[src/rtl/apc_pkg.sv]
// shared types, constants and saturation helpers for the actuator position controller
// no dependencies
package apc_pkg;

  localparam int PosWidth = 16;
  localparam int SumW     = PosWidth + 18;
  localparam int ErrW     = PosWidth + 1;
  localparam int CfgIdxW  = 2;
  localparam int CfgDataW = 16;

  localparam logic [7:0]  MinSpeedRst     = 8'd96;
  localparam logic [14:0] MaxPositionRst  = 15'd2250;
  localparam logic [15:0] TimeoutTicksRst = 16'd5000;
  localparam logic [7:0]  PhantomTicksRst = 8'd4;

  localparam int FlagLimitEdge = 0;
  localparam int FlagLimitStop = 1;
  localparam int FlagMotorStop = 2;
  localparam int FlagTimeout   = 3;
  localparam int FlagPhantom   = 4;
  localparam int FlagDirty     = 5;

  localparam logic signed [SumW-1:0] PosHi = SumW'((64'sd1 <<< (PosWidth - 1)) - 64'sd1);
  localparam logic signed [SumW-1:0] PosLo = -PosHi - SumW'(1);
  localparam logic signed [SumW-1:0] Hi16  = SumW'(32767);
  localparam logic signed [SumW-1:0] Lo16  = -Hi16 - SumW'(1);

  typedef enum logic [1:0] {
    KindTick  = 2'd0,
    KindMove  = 2'd1,
    KindLimit = 2'd2
  } kind_e;

  typedef enum logic [CfgIdxW-1:0] {
    CfgMinSpeed     = 2'd0,
    CfgMaxPosition  = 2'd1,
    CfgTimeoutTicks = 2'd2,
    CfgPhantomTicks = 2'd3
  } cfg_index_e;

  typedef struct packed {
    logic [1:0]         kind;
    logic [15:0]        pulse_count;
    logic               limit_level;
    logic signed [15:0] goal;
  } in_item_t;

  typedef struct packed {
    logic signed [8:0]  drive;
    logic signed [15:0] position;
    logic signed [15:0] target;
    logic [5:0]         flags;
    logic signed [15:0] open_error;
    logic               clear_counter;
  } out_item_t;

  typedef struct packed {
    logic [7:0]  speed_floor;
    logic [14:0] max_position;
    logic [15:0] timeout_ticks;
    logic [7:0]  phantom_ticks;
  } cfg_t;

  typedef struct packed {
    logic signed [PosWidth-1:0] pos;
    logic signed [PosWidth-1:0] target;
    logic signed [8:0]          speed;
    logic                       dir_fwd;
    logic [15:0]                last_count;
    logic [15:0]                pulse_age;
    logic [10:0]                ramp;
    logic [5:0]                 flags;
    logic signed [15:0]         open_err;
  } state_t;

  function automatic logic signed [PosWidth-1:0] sat_pos(input logic signed [SumW-1:0] v);
    logic signed [SumW-1:0] r;
    r = v;
    if (v > PosHi) begin
      r = PosHi;
    end else if (v < PosLo) begin
      r = PosLo;
    end
    return r[PosWidth-1:0];
  endfunction

  function automatic logic signed [15:0] sat16(input logic signed [SumW-1:0] v);
    logic signed [SumW-1:0] r;
    r = v;
    if (v > Hi16) begin
      r = Hi16;
    end else if (v < Lo16) begin
      r = Lo16;
    end
    return r[15:0];
  endfunction

endpackage

[src/rtl/apc_cfg.sv]
// configuration register file of the actuator position controller
// depends on apc_pkg
module apc_cfg (
  input  logic                         clk_i,
  input  logic                         rst_ni,
  input  logic                         cfg_we_i,
  input  logic [apc_pkg::CfgIdxW-1:0]  cfg_index_i,
  input  logic [apc_pkg::CfgDataW-1:0] cfg_wdata_i,
  output apc_pkg::cfg_t                cfg_o
);
  import apc_pkg::*;

  cfg_t cfg_q;
  cfg_t cfg_d;

  always_comb begin
    cfg_d = cfg_q;
    if (cfg_we_i) begin
      unique case (cfg_index_e'(cfg_index_i))
        CfgMinSpeed:     cfg_d.speed_floor   = cfg_wdata_i[7:0];
        CfgMaxPosition:  cfg_d.max_position  = cfg_wdata_i[14:0];
        CfgTimeoutTicks: cfg_d.timeout_ticks = cfg_wdata_i[15:0];
        CfgPhantomTicks: cfg_d.phantom_ticks = cfg_wdata_i[7:0];
        default:         cfg_d = cfg_q;
      endcase
    end
  end

  always_ff @(posedge clk_i or negedge rst_ni) begin
    if (!rst_ni) begin
      cfg_q.speed_floor   <= MinSpeedRst;
      cfg_q.max_position  <= MaxPositionRst;
      cfg_q.timeout_ticks <= TimeoutTicksRst;
      cfg_q.phantom_ticks <= PhantomTicksRst;
    end else begin
      cfg_q <= cfg_d;
    end
  end

  assign cfg_o = cfg_q;

endmodule

[src/rtl/apc_update.sv]
// next-state logic for one tick, move command or limit edge
// depends on apc_pkg
module apc_update (
  input  apc_pkg::state_t   st_i,
  input  apc_pkg::cfg_t     cfg_i,
  input  apc_pkg::in_item_t item_i,
  output apc_pkg::state_t   st_o,
  output logic              clear_o
);
  import apc_pkg::*;

  state_t                 s;
  logic                   clr;
  logic [15:0]            delta;
  logic signed [SumW-1:0] pos_x;
  logic signed [SumW-1:0] delta_x;
  logic signed [SumW-1:0] goal_x;
  logic signed [ErrW-1:0] err;
  logic signed [ErrW-1:0] ms_neg;
  logic [ErrW-1:0]        err_abs;
  logic [7:0]             mag;
  logic [7:0]             ramp8;
  logic                   zero_lim;
  logic                   err_neg;

  always_comb begin
    s        = st_i;
    clr      = 1'b0;
    delta    = item_i.pulse_count - st_i.last_count;
    delta_x  = SumW'(signed'({1'b0, delta}));
    goal_x   = SumW'(item_i.goal);
    pos_x    = '0;
    err      = '0;
    ms_neg   = -ErrW'(signed'({1'b0, cfg_i.speed_floor}));
    err_abs  = '0;
    mag      = '0;
    ramp8    = '0;
    zero_lim = 1'b0;
    err_neg  = 1'b0;
    case (item_i.kind)
      KindTick: begin
        if (s.pulse_age != 16'hffff) begin
          s.pulse_age = s.pulse_age + 16'd1;
        end
        if (s.ramp != 11'h7ff) begin
          s.ramp = s.ramp + 11'd1;
        end
        if (delta == 16'd0) begin
          if (s.pulse_age > cfg_i.timeout_ticks && s.speed != 9'sd0) begin
            s.speed                 = '0;
            clr                     = 1'b1;
            s.last_count            = '0;
            s.target                = s.pos;
            s.flags[FlagTimeout]    = 1'b1;
            s.flags[FlagMotorStop]  = 1'b1;
          end
        end else begin
          if (s.pulse_age < {8'd0, cfg_i.phantom_ticks}) begin
            s.flags[FlagPhantom] = 1'b1;
          end else begin
            pos_x              = SumW'(s.pos);
            s.pos              = sat_pos(s.dir_fwd ? pos_x + delta_x : pos_x - delta_x);
            s.flags[FlagDirty] = 1'b1;
          end
          s.last_count = item_i.pulse_count;
          s.pulse_age  = '0;
        end

        err = ErrW'(s.target) - ErrW'(s.pos);
        if (item_i.limit_level) begin
          if (!(s.target > 0 && !err[ErrW-1])) begin
            zero_lim = 1'b1;
          end
        end else if (s.target == '0) begin
          if (!((s.speed < 0 && err < 0) || (s.speed == 0 && err > 0) ||
                (s.speed > 0 && err < 0))) begin
            err = ms_neg;
          end
        end else if (s.target < 0) begin
          if (!err[ErrW-1]) begin
            err = ms_neg;
          end
        end

        if (zero_lim) begin
          s.open_err             = sat16(SumW'(s.pos));
          s.pos                  = '0;
          s.speed                = '0;
          clr                    = 1'b1;
          s.last_count           = '0;
          s.target               = '0;
          s.flags[FlagLimitStop] = 1'b1;
        end else begin
          err_neg = err[ErrW-1];
          err_abs = err_neg ? -err : err;
          mag     = (err_abs > ErrW'(127)) ? 8'd255 : {err_abs[6:0], 1'b0};
          ramp8   = s.ramp[10:3];
          if (ramp8 < mag) begin
            mag = ramp8;
          end
          if (mag < cfg_i.speed_floor) begin
            mag = cfg_i.speed_floor;
          end
          if (err == '0) begin
            s.speed = '0;
          end else begin
            s.speed = err_neg ? -signed'({1'b0, mag}) : signed'({1'b0, mag});
            if (mag != 8'd0) begin
              s.dir_fwd = !err_neg;
            end
          end
        end
      end
      KindMove: begin
        s.flags = '0;
        if (item_i.goal > signed'({1'b0, cfg_i.max_position})) begin
          s.flags = '0;
        end else if ((item_i.goal[15] || item_i.goal == 16'sd0) && item_i.limit_level) begin
          s.pos    = '0;
          s.target = '0;
        end else begin
          s.target    = sat_pos(goal_x);
          s.pulse_age = '0;
          s.ramp      = '0;
        end
      end
      KindLimit: begin
        if (s.speed < 0) begin
          s.open_err             = sat16(SumW'(s.pos));
          s.pos                  = '0;
          s.speed                = '0;
          clr                    = 1'b1;
          s.last_count           = '0;
          s.target               = '0;
          s.flags[FlagLimitEdge] = 1'b1;
        end
      end
      default: begin
        s = st_i;
      end
    endcase
    st_o    = s;
    clear_o = clr;
  end

endmodule

[src/rtl/actuator_position_controller.sv]
// actuator position controller: input register, next-state logic, result register
// an item waits in the input register while the result register is stalled, then its result is registered there
// throughput: one item per cycle, a transfer each cycle while the output is not stalled
// reset: state cleared, direction forward, registers at their defaults, both stages empty
// depends on apc_pkg, apc_cfg and apc_update
module actuator_position_controller (
  input  logic                         clk_i,
  input  logic                         rst_ni,
  input  logic                         in_valid_i,
  output logic                         in_stall_o,
  input  apc_pkg::in_item_t            in_data_i,
  output logic                         out_valid_o,
  input  logic                         out_stall_i,
  output apc_pkg::out_item_t           out_data_o,
  input  logic                         cfg_we_i,
  input  logic [apc_pkg::CfgIdxW-1:0]  cfg_index_i,
  input  logic [apc_pkg::CfgDataW-1:0] cfg_wdata_i
);
  import apc_pkg::*;

  cfg_t      cfg;
  in_item_t  in_q;
  logic      in_valid_q;
  state_t    st_q;
  state_t    st_d;
  logic      clear;
  out_item_t out_q;
  out_item_t out_d;
  logic      out_valid_q;
  logic      out_free;
  logic      advance;
  logic      take_in;
  logic signed [SumW-1:0] pos_w;
  logic signed [SumW-1:0] tgt_w;

  apc_cfg u_cfg (
    .clk_i      (clk_i),
    .rst_ni     (rst_ni),
    .cfg_we_i   (cfg_we_i),
    .cfg_index_i(cfg_index_i),
    .cfg_wdata_i(cfg_wdata_i),
    .cfg_o      (cfg)
  );

  apc_update u_update (
    .st_i   (st_q),
    .cfg_i  (cfg),
    .item_i (in_q),
    .st_o   (st_d),
    .clear_o(clear)
  );

  assign out_free   = !out_valid_q || !out_stall_i;
  assign advance    = in_valid_q && out_free;
  assign in_stall_o = in_valid_q && !out_free;
  assign take_in    = in_valid_i && !in_stall_o;

  assign pos_w = SumW'(st_d.pos);
  assign tgt_w = SumW'(st_d.target);

  always_comb begin
    out_d.drive         = st_d.speed;
    out_d.position      = pos_w[15:0];
    out_d.target        = tgt_w[15:0];
    out_d.flags         = st_d.flags;
    out_d.open_error    = st_d.open_err;
    out_d.clear_counter = clear;
  end

  always_ff @(posedge clk_i or negedge rst_ni) begin
    if (!rst_ni) begin
      in_valid_q  <= 1'b0;
      out_valid_q <= 1'b0;
      st_q        <= '{dir_fwd: 1'b1, default: '0};
    end else begin
      if (take_in) begin
        in_valid_q <= 1'b1;
      end else if (advance) begin
        in_valid_q <= 1'b0;
      end
      if (advance) begin
        out_valid_q <= 1'b1;
        st_q        <= st_d;
      end else if (!out_stall_i) begin
        out_valid_q <= 1'b0;
      end
    end
  end

  always_ff @(posedge clk_i) begin
    if (take_in) begin
      in_q <= in_data_i;
    end
    if (advance) begin
      out_q <= out_d;
    end
  end

  assign out_valid_o = out_valid_q;
  assign out_data_o  = out_q;

`ifndef SYNTHESIS
  a_hold_result: assert property (@(posedge clk_i) disable iff (!rst_ni)
    out_valid_o && out_stall_i |=> out_valid_o && $stable(out_data_o))
    else $error("stalled result changed");

  a_result_follows: assert property (@(posedge clk_i) disable iff (!rst_ni)
    advance |=> out_valid_o)
    else $error("processed item produced no result");

  a_drive_range: assert property (@(posedge clk_i) disable iff (!rst_ni)
    out_valid_o |-> out_data_o.drive != -9'sd256)
    else $error("drive out of range");

  a_stall_full: assert property (@(posedge clk_i) disable iff (!rst_ni)
    in_stall_o |-> in_valid_q && out_valid_q)
    else $error("input stalled with free pipeline");
`endif

endmodule

[config.mk]
export PLATFORM = sky130hd
export DESIGN_NAME = actuator_position_controller
export DESIGN_NICKNAME = d
export VERILOG_FILES = /design/src/rtl/apc_pkg.sv /design/src/rtl/apc_cfg.sv /design/src/rtl/apc_update.sv /design/src/rtl/actuator_position_controller.sv
export SDC_FILE = /design/constraint.sdc
export NUM_CORES = 1
export LEC_CHECK = 0
export BUFFER_PORTS_ARGS = -buffer_cell sky130_fd_sc_hd__buf_2
export CELL_PAD_IN_SITES_DETAIL_PLACEMENT = 0
export CELL_PAD_IN_SITES_GLOBAL_PLACEMENT = 2
export CORE_MARGIN = 5
export CORE_UTILIZATION = 36
export CTS_BUF_LIST = sky130_fd_sc_hd__clkbuf_4
export DETAILED_ROUTE_END_ITERATION = 6
export PLACE_DENSITY = 0.84
export SLEW_MARGIN = 30
export SYNTH_ARGS = -nofsm -noshare
export SYNTH_HDL_FRONTEND = slang
export SYNTH_SLANG_ARGS = --single-unit
export TNS_END_PERCENT = 50
[constraint.sdc]
create_clock -name clk_i -period 31.7 [get_ports clk_i]
set_input_delay 7.925 -clock clk_i [delete_from_list [all_inputs] [get_ports clk_i]]
set_output_delay 7.925 -clock clk_i [all_outputs]
set_load 0.005 [all_outputs]
======== After elaboration in Yosys (flattened, before gate mapping) ========
Cells that the tools add are included.
word-level totals
  output and inout port bits .............. 66
  register bits ........................... 255
operators by class
  bitwise gates (word level) .............. 2
  add/subtract/negate cells ............... 9
  order comparisons ....................... 21
  reduce and logical (&&, ||, !) cells .... 39
  eq/ne operators ......................... 13
  mux-type cells .......................... 74
operator list
  kind                                                              count
  two-way mux 16 bit                                                21
  two-way mux 17 bit                                                8
  one-hot mux 32 bit (3 select lines)                               1
  two-way mux 25 bit                                                3
  two-way mux 32 bit                                                2
  one-hot mux 16 bit (2 select lines)                               2
  one-hot mux 32 bit (2 select lines)                               1
  two-way mux 8 bit                                                 7
  two-way mux 27 bit                                                2
  greater-than comparator 16 bit (second input constant)            3
  zero test 16 bit                                                  3
  less-than comparator 16 bit (second input constant)               3
  two-way mux 41 bit                                                1
  greater-than comparator 34 x 16 -> 1 bit (second input constant)  1
  less-than comparator 34 x 16 -> 1 bit (second input constant)     1
  two-way mux 34 bit                                                1
  greater-than comparator 16 bit                                    2
  zero test 32 bit                                                  1
  two-way mux 9 bit                                                 3
  two-way mux 11 bit                                                2
  adder 16 x 17 -> 18 bit                                           1
  less-than comparator 9 x 1 -> 1 bit (second input constant)       2
  one-hot mux 9 bit (2 select lines)                                1
  subtractor 16 x 17 -> 18 bit                                      1
  37 further kinds                                                  85

======== Logic depth before layout (Yosys ltp) ========
  word-level depth ........................ 35
  gate-level depth with buffers ........... 84

======== Modules after synthesis ========
A second synthesis with hierarchy kept.
second synthesis, totals
  cell total of the unflattened synthesis .. 1893
  area total of the unflattened synthesis .. 18206.2 um2
by module, submodules not included
  module                        instances  area an instance (um2)  cells each
  apc_update                    1          9288.9                  1460
  actuator_position_controller  1          7130.6                  333
  apc_cfg                       1          1786.7                  100

======== Least setup slack after synthesis ========
Ideal clock, no wire load.
  path kind ............................... input port to output port
  start ................................... in out_stall_i
  end ..................................... out in_stall_o
  arrival ................................. 8079 ps
  cell stages on the path ................. 2
  required time ........................... 23775 ps
  setup slack ............................. 15696 ps
  buffers on the path ..................... 0
  path through ............................ nand3_1 inv_1
on the way
  cells in the longest elaborated chain, start to end .. 4
RTL lines
  what                RTL line                            source
  start: declaration  actuator_position_controller.sv:13  input logic out_stall_i,
  zero test 1 bit     --
  logical OR 1 bit    actuator_position_controller.sv:53  assign out_free = !out_valid_q || !out_stall_i;
  zero test 1 bit     actuator_position_controller.sv:55  assign in_stall_o = in_valid_q && !out_free;
  logical AND 1 bit   actuator_position_controller.sv:55
  end: declaration    actuator_position_controller.sv:10  output logic in_stall_o,
No other way between the ends.

==> flow_summary.toml <==
[yosys]
postSynthCellCount = 1870
synth_cell_types = 85
syn-num-nets = 2043
avgSynthCellArea_um2 = 9.18
async_flop_share_pct = 61.2
synth.cell_area_um2 = 17200
synth-warning-count = 0
synth-seq-area-share_pct = 40.2
synth_edf_count = 99
ys_ff_latch = 255
synth_flop_cell = "dfrtp_1"

[sta]
period_needed_ns = 17.00
fin_setup_tns_ns = 0
final-setup-viol-count = 0
fin_crit_sh_pct = 53.6
slew_headroom_pct = 35.3
max_freq_mhz = 58.8
slew_violations = 0
worst_pin_slew_ns = 0.963
skew_ns = 0.0617
rsz0062_at_grt = "no"
hold_viol_final = 0

[route]
vias = 14600
drt_pre_antenna_iters = 7
vias_per_cell = 5.45
first_iter_violations = 1022
drc = 0
drtAntennaViolNets = 0
wirelength_um = 52600
routedWlPerCell_um = 19.6

[grt]
globalRouteOverflowTotal = 0
grt_usage_pct = 19.8
antenna_found_initial = 1
grt_pass1_wl_um = 83000
grt_start_max_net_pins = 92
grt_pass1_vias = 14500

[final_layout]
drive_above_1_share_pct = 17.8
final_cell_mix = "255 x nand2_1, 154 x o21ai_0, 142 x dfrtp_1"
final_net_count = 2181
multiInputGateArea_um2 = 9540
area_growth_pct = 12.8
final_common_cell = "nand2_1"
regArea_um2 = 6890
fillCellCount = 4807
final_cells = 2684

[clock_tree]
h-tree-depth = 3
post_cts_buffers = 0
clock-root-buffer = "clkbuf_4"
post_cts_resized = 0
cts_tree = "built"
clk_path_buf_depth = 3
insertion_delay_ns = 0.81
clk_pin_slew_ns = 0.06
numCtsBuffers = 72
clock-sinks = 255
ctsHoldBuffers = 0

[critical_path]
cpMaxStageDelayCell = "and2_1"
crit_fanout = 35
crit_required_ns = 32.19
start_kind = "register"
crit_end = "out_data_o[63]"
timing.rr.end = "out_data_o[63]"
reg2reg_depth = 73
rrSetupSlack_ns = 14.70
worstSetupStartpoint = "in_q[17]"
crit_arrival_ns = 17.49
cp-end-kind = "register"
r2r-start = "in_q[17]"
cp_slowest_stage_delay_ns = 0.58
worstSetupPathType = "register to register"

[floorplan]
initial_utilization_pct = 36.2
die_h_um = 228
rows = 80
die_area_um2 = 52100
ios = 124
core_um2 = 47400
die_w_um = 228

[placement]
io_buffers = 123
dp_cells = 2549
gp_congestion = 0.910
post-dp-hpwl_um = 40200

[pwr]
irDropWorstVdd_mv = 0.0318
leakage_nw = 8.68
powerDensity_nw_per_um2 = 81.4

[status]
status = "finished clean"

[worst_hold_path]
hold_path_class = "register to register"

[run]
drv_cap = 0
per-stage QoR:
| stage | worst slack, ns | area [um2] | hold WS (ns) | util (%) | power [mW] |
|---|---|---|---|---|---|
| 6_report | 14.70 | 19400 | 0.479 | 40.8 | 1.58 |
| 5_1_grt | 12.85 | 19400 | 0.509 | 40.8 | 1.70 |
| 4_1_cts | 14.84 | 19300 | 0.484 | 40.7 | 1.58 |
| 2_1_floorplan | 15.70 | 17200 | 0.447 | - | 1.04 |
| 3_3_place_gp | 15.49 | 18400 | 0.463 | 38.7 | 1.25 |
| 3_5_place_dp | 14.94 | 18400 | 0.471 | 38.8 | 1.26 |
cell usage after synthesis, drive strengths merged (15+ instances only):
library cell / count / area (um2)
mux2: 65 / 732
xor2: 19 / 166
and2: 21 / 134
a21oi: 107 / 543
dfrtp: 142 / 3550
mux2i: 16 / 160
nand2b: 20 / 125
ha: 112 / 1400
nor4: 26 / 163
inv: 134 / 503
edfxtp: 99 / 2970
o21a: 29 / 218
a32oi: 17 / 149
clkbuf: 58 / 218
nor3: 21 / 105
a21o: 51 / 383
nor2: 118 / 445
nand3: 44 / 220
o21ai: 168 / 845
nor2b: 15 / 93.8
a22o: 36 / 315
nand2: 255 / 957
nand4: 20 / 138
xnor2: 61 / 534
per-layer routing:
metal / global-route usage [%] / part of all wire, % / vias up
li1: - / - / 7132
met1: 26.7 / 45 / 7039
met2: 32.5 / 47 / 381
met3: 3.57 / 5.4 / 74
met4: 6.56 / 2.6 / 0
met5: 0 / 0 / -
sequential cells by signal (all words and copies together) (netlist names):
register and cells:
st_q 107, u_cfg.cfg_o 47, out_data_o 64, out_valid_o 1, in_q 35, in_valid_q 1
worst min-delay path by stage:
stage                     startpoint  endpoint  slack, ns  cells past startpoint
after floorplan             st_q[15]  st_q[15]       0.45                      2
after global placement      st_q[62]  st_q[62]       0.46                      2
after detailed placement    st_q[15]  st_q[15]       0.47                      2
after CTS                    st_q[2]   st_q[2]       0.48                      2
after global routing        st_q[63]  st_q[63]       0.51                      2
final                       st_q[61]  st_q[61]       0.48                      2
cell type report:
type / count / area share (%)
multi-input cells: 1411 / 49.3
flip-flops and latches: 255 / 35.6
clock buffers: 108 / 4.19
well taps: 615 / 3.97
repair buffers: 134 / 3.67
inverters: 134 / 2.61
clock inverters: 26 / 0.698
diodes: 1 / 0.0129
power breakdown:
| group | switching [mW] | leakage [nW] | internal [mW] |
|---|---|---|---|
| Clock | 0.147 | 0.560 | 0.165 |
| Combinational | 0.511 | 5.13 | 0.317 |
| Sequential | 0.0383 | 2.99 | 0.400 |
cell families (layout without fill, tap and decap cells):
group	Yosys count	count (layout)	share of synthesized area (%)
AO/OA/AOI/OAI	545	545	21.5
XOR/XNOR	80	80	4.08
adder cells (fa/ha/maj)	115	115	8.51
buffers and inverters	204	402	4.54
flip-flops	255	255	40.2
multiplexers	81	81	5.20
other	0	1	0
AND/OR/NAND/NOR	590	590	16.0
worst max-delay path: cells and delay by family (launching register included):
kind,cells,cell delay (ns)
mux,2,0.62
fa+ha+maj,9,2.60
compound gates,37,8.06
xor+xnor,2,0.78
simple gates,16,3.25
buf+inv,7,0.95
flops,1,0.39
(Power assumes the default switching activity.)
